### config.mk
export PLATFORM = sky130hd
export DESIGN_NAME = flpa_div
export DESIGN_NICKNAME = d
export VERILOG_FILES = /design/src/rtl/core/flpa_pkg.sv /design/src/rtl/core/flpa_div.sv
export SDC_FILE = /design/constraint.sdc
export NUM_CORES = 1
export LEC_CHECK = 0
export ABC_AREA = 1
export BUFFER_PORTS_ARGS = -buffer_cell sky130_fd_sc_hd__buf_2
export CORE_ASPECT_RATIO = 1.4
export CORE_UTILIZATION = 35
export DETAILED_ROUTE_END_ITERATION = 7
export PLACE_DENSITY = 0.62
export SLEW_MARGIN = 20
export SYNTH_ARGS = -nofsm -noshare
export SYNTH_HDL_FRONTEND = slang
export SYNTH_SLANG_ARGS = --single-unit
### constraint.sdc
create_clock -name i_clk -period 2.4 [get_ports i_clk]
set_input_delay 0.24 -clock i_clk [delete_from_list [all_inputs] [get_ports i_clk]]
set_output_delay 0.24 -clock i_clk [all_outputs]
set_load 0.005 [all_outputs]
### src/rtl/core/flpa_pkg.sv
// Package for the free list pool allocator: codes, states, defaults.
// No dependencies.
package flpa_pkg;
    localparam int unsigned DefDepth     = 256;
    localparam int unsigned DefAddrWidth = 32;
    localparam int unsigned CfgIdxW      = 2;
    localparam int unsigned CfgDataW     = 32;
    localparam int unsigned DivW         = 32;
    localparam int unsigned DivCntW      = 6;

    typedef enum logic [1:0] {
        ACT_ALLOC  = 2'd0,
        ACT_FREE   = 2'd1,
        ACT_INIT   = 2'd2,
        ACT_UNUSED = 2'd3
    } t_action;

    typedef enum logic [2:0] {
        ST_OK        = 3'd0,
        ST_EMPTY     = 3'd1,
        ST_NULL      = 3'd2,
        ST_INVALID   = 3'd3,
        ST_DOUBLE    = 3'd4,
        ST_UNDERFLOW = 3'd5
    } t_status;

    typedef enum logic [CfgIdxW-1:0] {
        CFG_BASE = 2'd0,
        CFG_ELEM = 2'd1,
        CFG_CAP  = 2'd2
    } t_cfg_idx;

    typedef enum logic [3:0] {
        S_IDLE, S_DECODE, S_ARD, S_AMUL, S_ADONE, S_FCHK, S_FDIV, S_FWAIT,
        S_FMARK, S_FMARK2, S_INIT, S_OUT
    } t_state;

    // divider handshake
    typedef struct packed {
        logic start;
    } t_div_ctl;

    typedef struct packed {
        logic busy;
        logic done;
    } t_div_sts;
endpackage

### src/rtl/core/flpa_div.sv
// Iterative restoring divider, one quotient bit per cycle.
// Depends on flpa_pkg.
module flpa_div
    import flpa_pkg::*;
(
    input  logic            i_clk,
    input  logic            i_rst_n,
    input  t_div_ctl        i_ctl,
    input  logic [DivW-1:0] i_num,
    input  logic [15:0]     i_den,
    output t_div_sts        o_sts,
    output logic [DivW-1:0] o_quo,
    output logic [15:0]     o_rem
);
    logic [DivW-1:0]    r_quo, n_quo;
    logic [16:0]        r_rem, n_rem;
    logic [15:0]        r_den;
    logic [DivCntW-1:0] r_cnt, n_cnt;
    logic               r_busy, n_busy, r_done, n_done;
    logic [16:0]        w_sh;

    always_comb begin
        n_quo  = r_quo;
        n_rem  = r_rem;
        n_cnt  = r_cnt;
        n_busy = r_busy;
        n_done = 1'b0;
        w_sh   = {r_rem[15:0], r_quo[DivW-1]};
        if (i_ctl.start) begin
            n_quo  = i_num;
            n_rem  = '0;
            n_cnt  = '0;
            n_busy = 1'b1;
        end else if (r_busy) begin
            if (w_sh >= {1'b0, r_den}) begin
                n_rem = w_sh - {1'b0, r_den};
                n_quo = {r_quo[DivW-2:0], 1'b1};
            end else begin
                n_rem = w_sh;
                n_quo = {r_quo[DivW-2:0], 1'b0};
            end
            n_cnt = r_cnt + 1'b1;
            if (r_cnt == DivCntW'(DivW - 1)) begin
                n_busy = 1'b0;
                n_done = 1'b1;
            end
        end
    end

    always_ff @(posedge i_clk) begin
        if (!i_rst_n) begin
            r_busy <= 1'b0;
            r_done <= 1'b0;
            r_cnt  <= '0;
        end else begin
            r_busy <= n_busy;
            r_done <= n_done;
            r_cnt  <= n_cnt;
        end
        r_quo <= n_quo;
        r_rem <= n_rem;
        if (i_ctl.start) r_den <= i_den;
    end

    assign o_sts = '{busy: r_busy, done: r_done};
    assign o_quo = r_quo;
    assign o_rem = r_rem[15:0];
endmodule

==> summary.txt, run 1 <==
Run status
  • Status: complete, no violations

Cells and area
  • Finished Cell Area: 5010 µm²
  • Ant diodes: 0
  • Final Core Density: approximately 44%
  • Layout cell share with drive strength beyond 1: 21.2%
  • Fill cells: 1190
  • Synth-to-Final Area Change: 23.9%
  • Nets: 692
  • Layout Cells excl Fill: 772

Yosys
  • Post-synthesis cell area: about 4000 µm²
  • Top post-synthesis cells by count: 219 x nand2_1, 75 x inv_1, 48 x edfxtp_1
  • Count leader, synth: nand2_1
  • Yosys cell types: 35
  • Syn avg cell area: ~7.8 µm²
  • Cells after Synth: 520
  • Yosys warnings: 0
  • Top cell type's share of synthesized area: 35.7%
  • Post-synth top flop: edfxtp_1
  • Area leader, netlist: edfxtp_1
  • Sequential area share after synthesis: 47.6%
  • Count of flip-flops with a built-in enable after synthesis: 48
  • Top cells by area, synth: edfxtp_1 36%, nand2_1 20%, dfxtp_1 12%
  • Net Count, Synth: 589
  • #FFs+latches synth: 72
  • Async set-or-reset flop fraction in the synthesized netlist: 0%

Critical path
  • CP Capture Type: register
  • Slowest stage cell, crit path: ha_1
  • CP Data Required Time: 2.60 ns
  • Worst reg2reg startpoint: r_rem[11]$_SDFFE_PP0P_
  • CP Launch Type: register
  • Largest stage delay on the critical path: ~0.37 ns
  • R2R depth: 8
  • Cells along the critical path: ha_1, a21oi_1, a21oi_2, nor2_4, buf_4, nand3_1, nand3_1, o21ai_0
  • R2r setup slk: about 0.34 ns
  • Crit path top cell by count: nand3_1
  • Crit path DAT: 2.26 ns
  • Reg2reg end: r_rem[3]$_SDFFE_PP0P_
  • Crit Path Category: register to register
  • CP max FO: 9

Placement
  • Post-DP HPWL: 7920 µm
  • Final Wtd Congestion: 0.873
  • Placed instance area: 4700 µm²
  • PortBufs: 100
  • Dpl cells: 756

Floorplan
  • Die width: 92.8 µm
  • Core ar.: 11300 µm²
  • Die H: 129 µm
  • Die Area: 12000 µm²
  • FP Rows: 46
  • Initial Util: 35.8%
  • I/O pin cnt: about 100

Clock tree
  • Clk slew on worst S/H paths: approximately 0.06 ns
  • Clk_lat worst skew: ~0.33 ns
  • Clock Sinks: between 70 and 80
  • # hold bufs at CTS: 0
  • Total setup buffers inserted after CTS: 0
  • CTS Buffer Depth: 2
  • CTS tree: built
  • Root buf cell: clkbuf_16
  • Post-CTS Resized: 0
  • H-tree Lvls: 3
  • CTS buffer count: 9

Timing
  • Hold Slack: 0.0871 ns
  • RSZ-0062 raised after global routing: false
  • Skew final: 0.00586 ns
  • Tmin final: 2.06 ns
  • Slew @ Worst Pin: approximately 0.64 ns
  • FMAX: just under 0.5 GHz
  • Final Hold Vio Count: 0
  • TNS Setup: 0 ns
  • Setup-failing EPs final: 0
  • Slew margin rel.: a little under three fifths
  • Tcrit/Tclk final: 85.8%
  • Final slew viol count: 0

Routing
  • Routed len/inst: 13.1 µm
  • Via density: 4.75
  • # DRC: 0
  • Antenna viol nets, final: 0
  • Drt total wl: 10100 µm
  • Initial DRC Count: 201
  • Via count: between 3000 and 4000
  • DRT Pass-1 Iters: 5

Power and ir drop
  • VDD IR-drop max: 0.506 mV
  • Lkg Pwr: 2.64 nW
  • Power per Cell Area: between 600 and 700 nW/µm²

Worst hold path
  • WHS Endpoint: r_den[3]$_DFFE_PP_
  • Hold Crit Depth: 1
  • HP Start: i_den[3]
  • Worst min path class: primary input to register

Global route
  • Number of global-route vias before repair: 3708
  • First-pass GRT wire length: 17100 µm
  • Remaining Overflow, GRT: 0
  • Total track usage: 18.2%
  • Largest net degree at the start of global routing: 41
  • Initial antenna violation count: 0

Job
  • Max-cap violations: 0
metal layers:
layer	GRT usage [%]	vias to the layer above	wire, µm
met3	4.17	19	621
met4	9.14	0	240
met5	0	-	0
met1	21.0	1666	4160
met2	31.3	126	5090
li1	-	1859	-
sequential cells by signal, summed over array words and instances (netlist names):
register	flops
r_rem	16
r_den	16
r_cnt	6
o_quo	32
r_done	1
r_busy	1
layout by cell type, fill, tap and decap left out, drive strengths merged, types with 7 or more instances in the layout:
cell type / netlist / routed
inv: 75 / 75
buf: 7 / 106
a21oi: 10 / 10
nand3b: 7 / 7
o21ai: 10 / 10
edfxtp: 48 / 48
nor2: 21 / 21
nand2: 222 / 222
nand3: 42 / 42
ha: 17 / 17
dfxtp: 24 / 24
clkbuf: 7 / 13
cell type report:
| class | instances | area (µm²) | share of cell area (%) |
|---|---|---|---|
| repair buffers | 106 | 558 | 11.1 |
| multi-input cells | 358 | 1760 | 35.1 |
| clock buffers | 13 | 283 | 5.65 |
| clock inverters | 3 | 21.3 | 0.425 |
| flip-flops and latches | 72 | 1920 | 38.4 |
| well taps | 144 | 180 | 3.60 |
| inverters | 76 | 285 | 5.70 |
how the worst max path moves through the flow:
stage          cells after the start                endpoint  slack (ns)                   start
2_1_floorplan                      3      o_quo[0]$_DFFE_PP_        0.31       r_busy$_SDFF_PN0_
3_3_place_gp                       8   r_rem[2]$_SDFFE_PP0P_        0.37  r_rem[11]$_SDFFE_PP0P_
3_5_place_dp                      11  r_rem[12]$_SDFFE_PP0P_        0.35     o_quo[31]$_DFFE_PP_
4_1_cts                            8   r_rem[3]$_SDFFE_PP0P_        0.32  r_rem[11]$_SDFFE_PP0P_
5_1_grt                           11   r_rem[3]$_SDFFE_PP0P_        0.15      r_den[4]$_DFFE_PP_
6_report                           8   r_rem[3]$_SDFFE_PP0P_        0.34  r_rem[11]$_SDFFE_PP0P_
worst max-delay path: cells and delay by family (launching register included):
family	cells	cell delay (ns)
compound gates	3	0.59
fa+ha+maj	1	0.37
buf+inv	1	0.21
flops	1	0.34
simple gates	3	0.42
metrics by stage:
step,power (W),setup WS [ns]
after floorplan,0.00170,0.309
after global placement,0.00187,0.366
after detailed placement,0.00187,0.354
after CTS,0.00321,0.323
after global routing,0.00332,0.146
final,0.00317,0.340
report_power, final:
part / switching, W / leakage, nW / internal [W]
Combinational: 0.000225 / 1.82 / 0.000154
Sequential: 0.0000436 / 0.679 / 0.00142
Clock: 0.000501 / 0.146 / 0.000826
cell families (layout without fill, tap and decap cells):
| logic type | count (synthesis) | count (layout) | share of synthesized area (%) |
|---|---|---|---|
| simple gates | 306 | 306 | 32.2 |
| flops | 72 | 72 | 47.6 |
| xor+xnor | 6 | 6 | 1.30 |
| fa+ha+maj | 18 | 18 | 5.76 |
| compound gates | 28 | 28 | 4.24 |
| buf+inv | 90 | 198 | 8.98 |
Note: power is estimated with default switching activity, not from simulation.
==> run 2: changes to the inputs <==
--- a/config.mk
+++ b/config.mk
@@ -10,7 +10,7 @@
 export CORE_ASPECT_RATIO = 1.4
 export CORE_UTILIZATION = 35
 export DETAILED_ROUTE_END_ITERATION = 7
-export PLACE_DENSITY = 0.62
+export PLACE_DENSITY = 0.65
 export SLEW_MARGIN = 20
 export SYNTH_ARGS = -nofsm -noshare
 export SYNTH_HDL_FRONTEND = slang
==> constraint.sdc (replaced) <==
create_clock -name i_clk -period 1.7 [get_ports i_clk]
set_input_delay 0.17 -clock i_clk [delete_from_list [all_inputs] [get_ports i_clk]]
set_output_delay 0.17 -clock i_clk [all_outputs]
set_load 0.005 [all_outputs]
==> run 2 against run 1 <==
The run now ends with negative setup slack left; utilization up 10 points; sequential share of layout area down 7.3 points; power up 49%; sequential cell count unchanged.
==> summary.txt, run 2 (same netlist as run 1, synthesis figures left out) <==
Timing
  • RSZ-0062 raised after global routing: true
  • TNS Setup: -2.41 ns (-2.41 ns)
  • Tcrit/Tclk final: 110% (+25 points)
  • Slew @ Worst Pin: 0.429 ns (-0.209 ns)
  • Final slew viol count: 0 (unchanged)
  • Tmin final: 1.88 ns (-0.181 ns)
  • Setup ws final: -0.178 ns (-0.519 ns)
  • Setup-failing EPs final: 17 (+17)
  • Hold Slack: 0.0176 ns (-0.0695 ns)
  • Skew final: 0.00588 ns (+0.0000169 ns)
  • Slew margin rel.: 71.4% (+14 points)
  • FMAX: 0.532 GHz (+9.6%)
  • Final Hold Vio Count: 0 (unchanged)

Critical path
  • Crit path max-delay family: simple AND/OR/NAND/NOR gates
  • Slowest stage cell, crit path: edfxtp_1
  • Cells along the critical path: inv_2, ha_4, nand2_1, nand2_1, nand2_1, nand2_2, inv_2, nand3_4, nand2_4, buf_12, buf_8, a31oi_4
  • CP Capture Type: register
  • Crit path DAT: 1.96 ns (-0.30 ns)
  • Crit path top cell by count: nand2_1
  • CP max FO: 4 (-5)
  • CP Launch Type: register
  • Crit Path Category: register to register
  • CP Data Required Time: 1.78 ns (-0.82 ns)
  • Largest stage delay on the critical path: 0.39 ns (+0.02 ns)
  • CP bufs+invs: 4 (+3)

Placement
  • Post-DP HPWL: 8390 µm (+5.9%)
  • Dpl cells: 803 (+6.2%)
  • PortBufs: 100 (unchanged)
  • Final Wtd Congestion: 0.895 (+2.5%)
  • Placed instance area: 5150 µm² (+9.6%)
  • Pre-CTS setup slack: -0.209 ns (-0.562 ns)

Routing
  • Routed len/inst: 14.6 µm (+11%)
  • Antenna viol nets, final: 0 (unchanged)
  • Via density: 4.87 (+2.4%)
  • Drt total wl: 12300 µm (+21%)
  • DRT Pass-1 Iters: 6 (+1)
  • Via count: 4107 (+12%)
  • Initial DRC Count: 253 (+26%)
  • # DRC: 0 (unchanged)

Cells and area
  • Layout cell share with drive strength beyond 1: 41.9% (+21 points)
  • Nets: 764 (+10%)
  • Fill cells: 1026 (-14%)
  • Synth-to-Final Area Change: 52.8%
  • Layout Cells excl Fill: 844 (+9.3%)
  • Ant diodes: 0 (unchanged)
  • Max FFs per register: 32 (unchanged)
  • Commonest cells after routing, fill and taps aside: 189 x nand2_1, 100 x buf_2, 58 x buf_4, 57 x inv_1, 48 x edfxtp_1
  • Commonest non-fill, non-tap cell in the layout: nand2_1
  • Finished Cell Area: 6180 µm² (+23%)

Clock tree
  • CTS tree: built
  • CTS Buffer Depth: 2 (unchanged)
  • Clock Sinks: 72 (unchanged)
  • Root buf cell: clkbuf_16
  • Clk slew on worst S/H paths: 0.06 ns (about the same)
  • Clk_lat worst skew: 0.33 ns (about the same)
  • H-tree Lvls: 3 (unchanged)
  • CTS buffer count: 9 (unchanged)

Worst hold path
  • Worst min path class: primary input to register

Floorplan
  • Die width: 92.8 µm (unchanged)
  • FP Rows: 46 (unchanged)
  • Core ar.: 11300 µm² (unchanged)
  • Die Area: 12000 µm² (unchanged)
  • Initial Util: 35.8% (unchanged)
  • Die H: 129 µm (unchanged)
  • I/O pin cnt: 101 (unchanged)

Global route
  • Initial antenna violation count: 0 (unchanged)
  • Remaining Overflow, GRT: 0 (unchanged)
  • Total track usage: 20.8% (+2.6 points)
  • Largest net degree at the start of global routing: 41 (unchanged)
  • Number of global-route vias before repair: 4125 (+11%)
  • First-pass GRT wire length: 19200 µm (+13%)

Job
  • Max-cap violations: 0 (unchanged)

Power and ir drop
  • Power per Cell Area: 764 nW/µm² (+21%)
  • VDD IR-drop max: 0.541 mV (+6.9%)
  • Lkg Pwr: 3.11 nW (+18%)

Run status
  • Failing checks: negative setup slack
  • Status: finished, violations left
==> run 2: cell types whose count changed in the layout (fill, tap and decap cells not counted), moves of 16 or more <==
cell / delta
nand2_1: -30
inv_2: +18
nand2_2: +24
ha_4: +16
ha_1: -16
inv_1: -18
buf_4: +53
==> run 2: metal layers <==
layer | share of wire, % | wire [µm] | track usage, % | vias up
met3 | 5.3 | 655 | 4.64 | 35
li1 | - | - | - | 2005
met2 | 51 | 6230 | 37.6 | 160
met1 | 39 | 4820 | 22.0 | 1907
met5 | 0 | 0 | 0 | -
met4 | 4.7 | 576 | 12.1 | 0
==> run 2: final cells by class <==
cell class	instances	area (µm²)	share of cell area [%]
clock buffer	11	233	3.77
timing repair buffer	177	1200	19.5
inverter	76	285	4.62
sequential	72	1920	31.1
tap	144	180	2.92
multi-input combinational	359	2290	37.1
clock inverter	5	58.8	0.952
==> run 2: final timing paths <==
| path | start | endpoint | slack, ns | cells after the start |
|---|---|---|---|---|
| setup / recovery | r_den[6]$_DFFE_PP_ | o_quo[0]$_DFFE_PP_ | -0.18 | 12 |
| setup reg to reg | r_den[6]$_DFFE_PP_ | o_quo[0]$_DFFE_PP_ | -0.18 | 12 |
| hold / removal | i_den[13] | r_den[13]$_DFFE_PP_ | 0.02 | 1 |
| hold reg to reg | r_cnt[1]$_SDFFE_PP0P_ | r_cnt[1]$_SDFFE_PP0P_ | 0.50 | 2 |
==> run 2: metrics by stage <==
step / total power [W] / util (%)
3_3_place_gp: 0.00272 / 45.7
3_5_place_dp: 0.00274 / 45.7
4_1_cts: 0.00471 / 53.5
5_1_grt: 0.00492 / 54.7
6_report: 0.00472 / 54.7
2_1_floorplan: 0.00241 / -
==> run 2: what timing repair did <==
| item | 4_1_cts | 5_1_grt |
|---|---|---|
| pin swaps | 41 | 41 |
| gates resized for setup | 76 | 46 |
| hold buffers | 8 | 0 |
| endpoints found under the setup margin | 17 | 17 |
| buffers inserted | 12 | 6 |
| endpoints found under the hold margin | 8 | 0 |
| gates cloned | 4 | 0 |
==> run 2: worst register-to-register path, stage by stage (launching register included) <==
cell and delay [ns]:
edfxtp_1 0.39, inv_2 0.08, ha_4 0.21, nand2_1 0.06, nand2_1 0.08, nand2_1 0.10, nand2_2 0.08, inv_2 0.08
nand3_4 0.09, nand2_4 0.12, buf_12 0.15, buf_8 0.12, a31oi_4 0.06
==> run 2: power by group <==
part	total, W	switching [W]	internal (W)
sequential	0.00208	0.0000651	0.00201
clock	0.00185	0.000715	0.00114
combinational	0.000793	0.000419	0.000374
total	0.00472	0.00120	0.00352
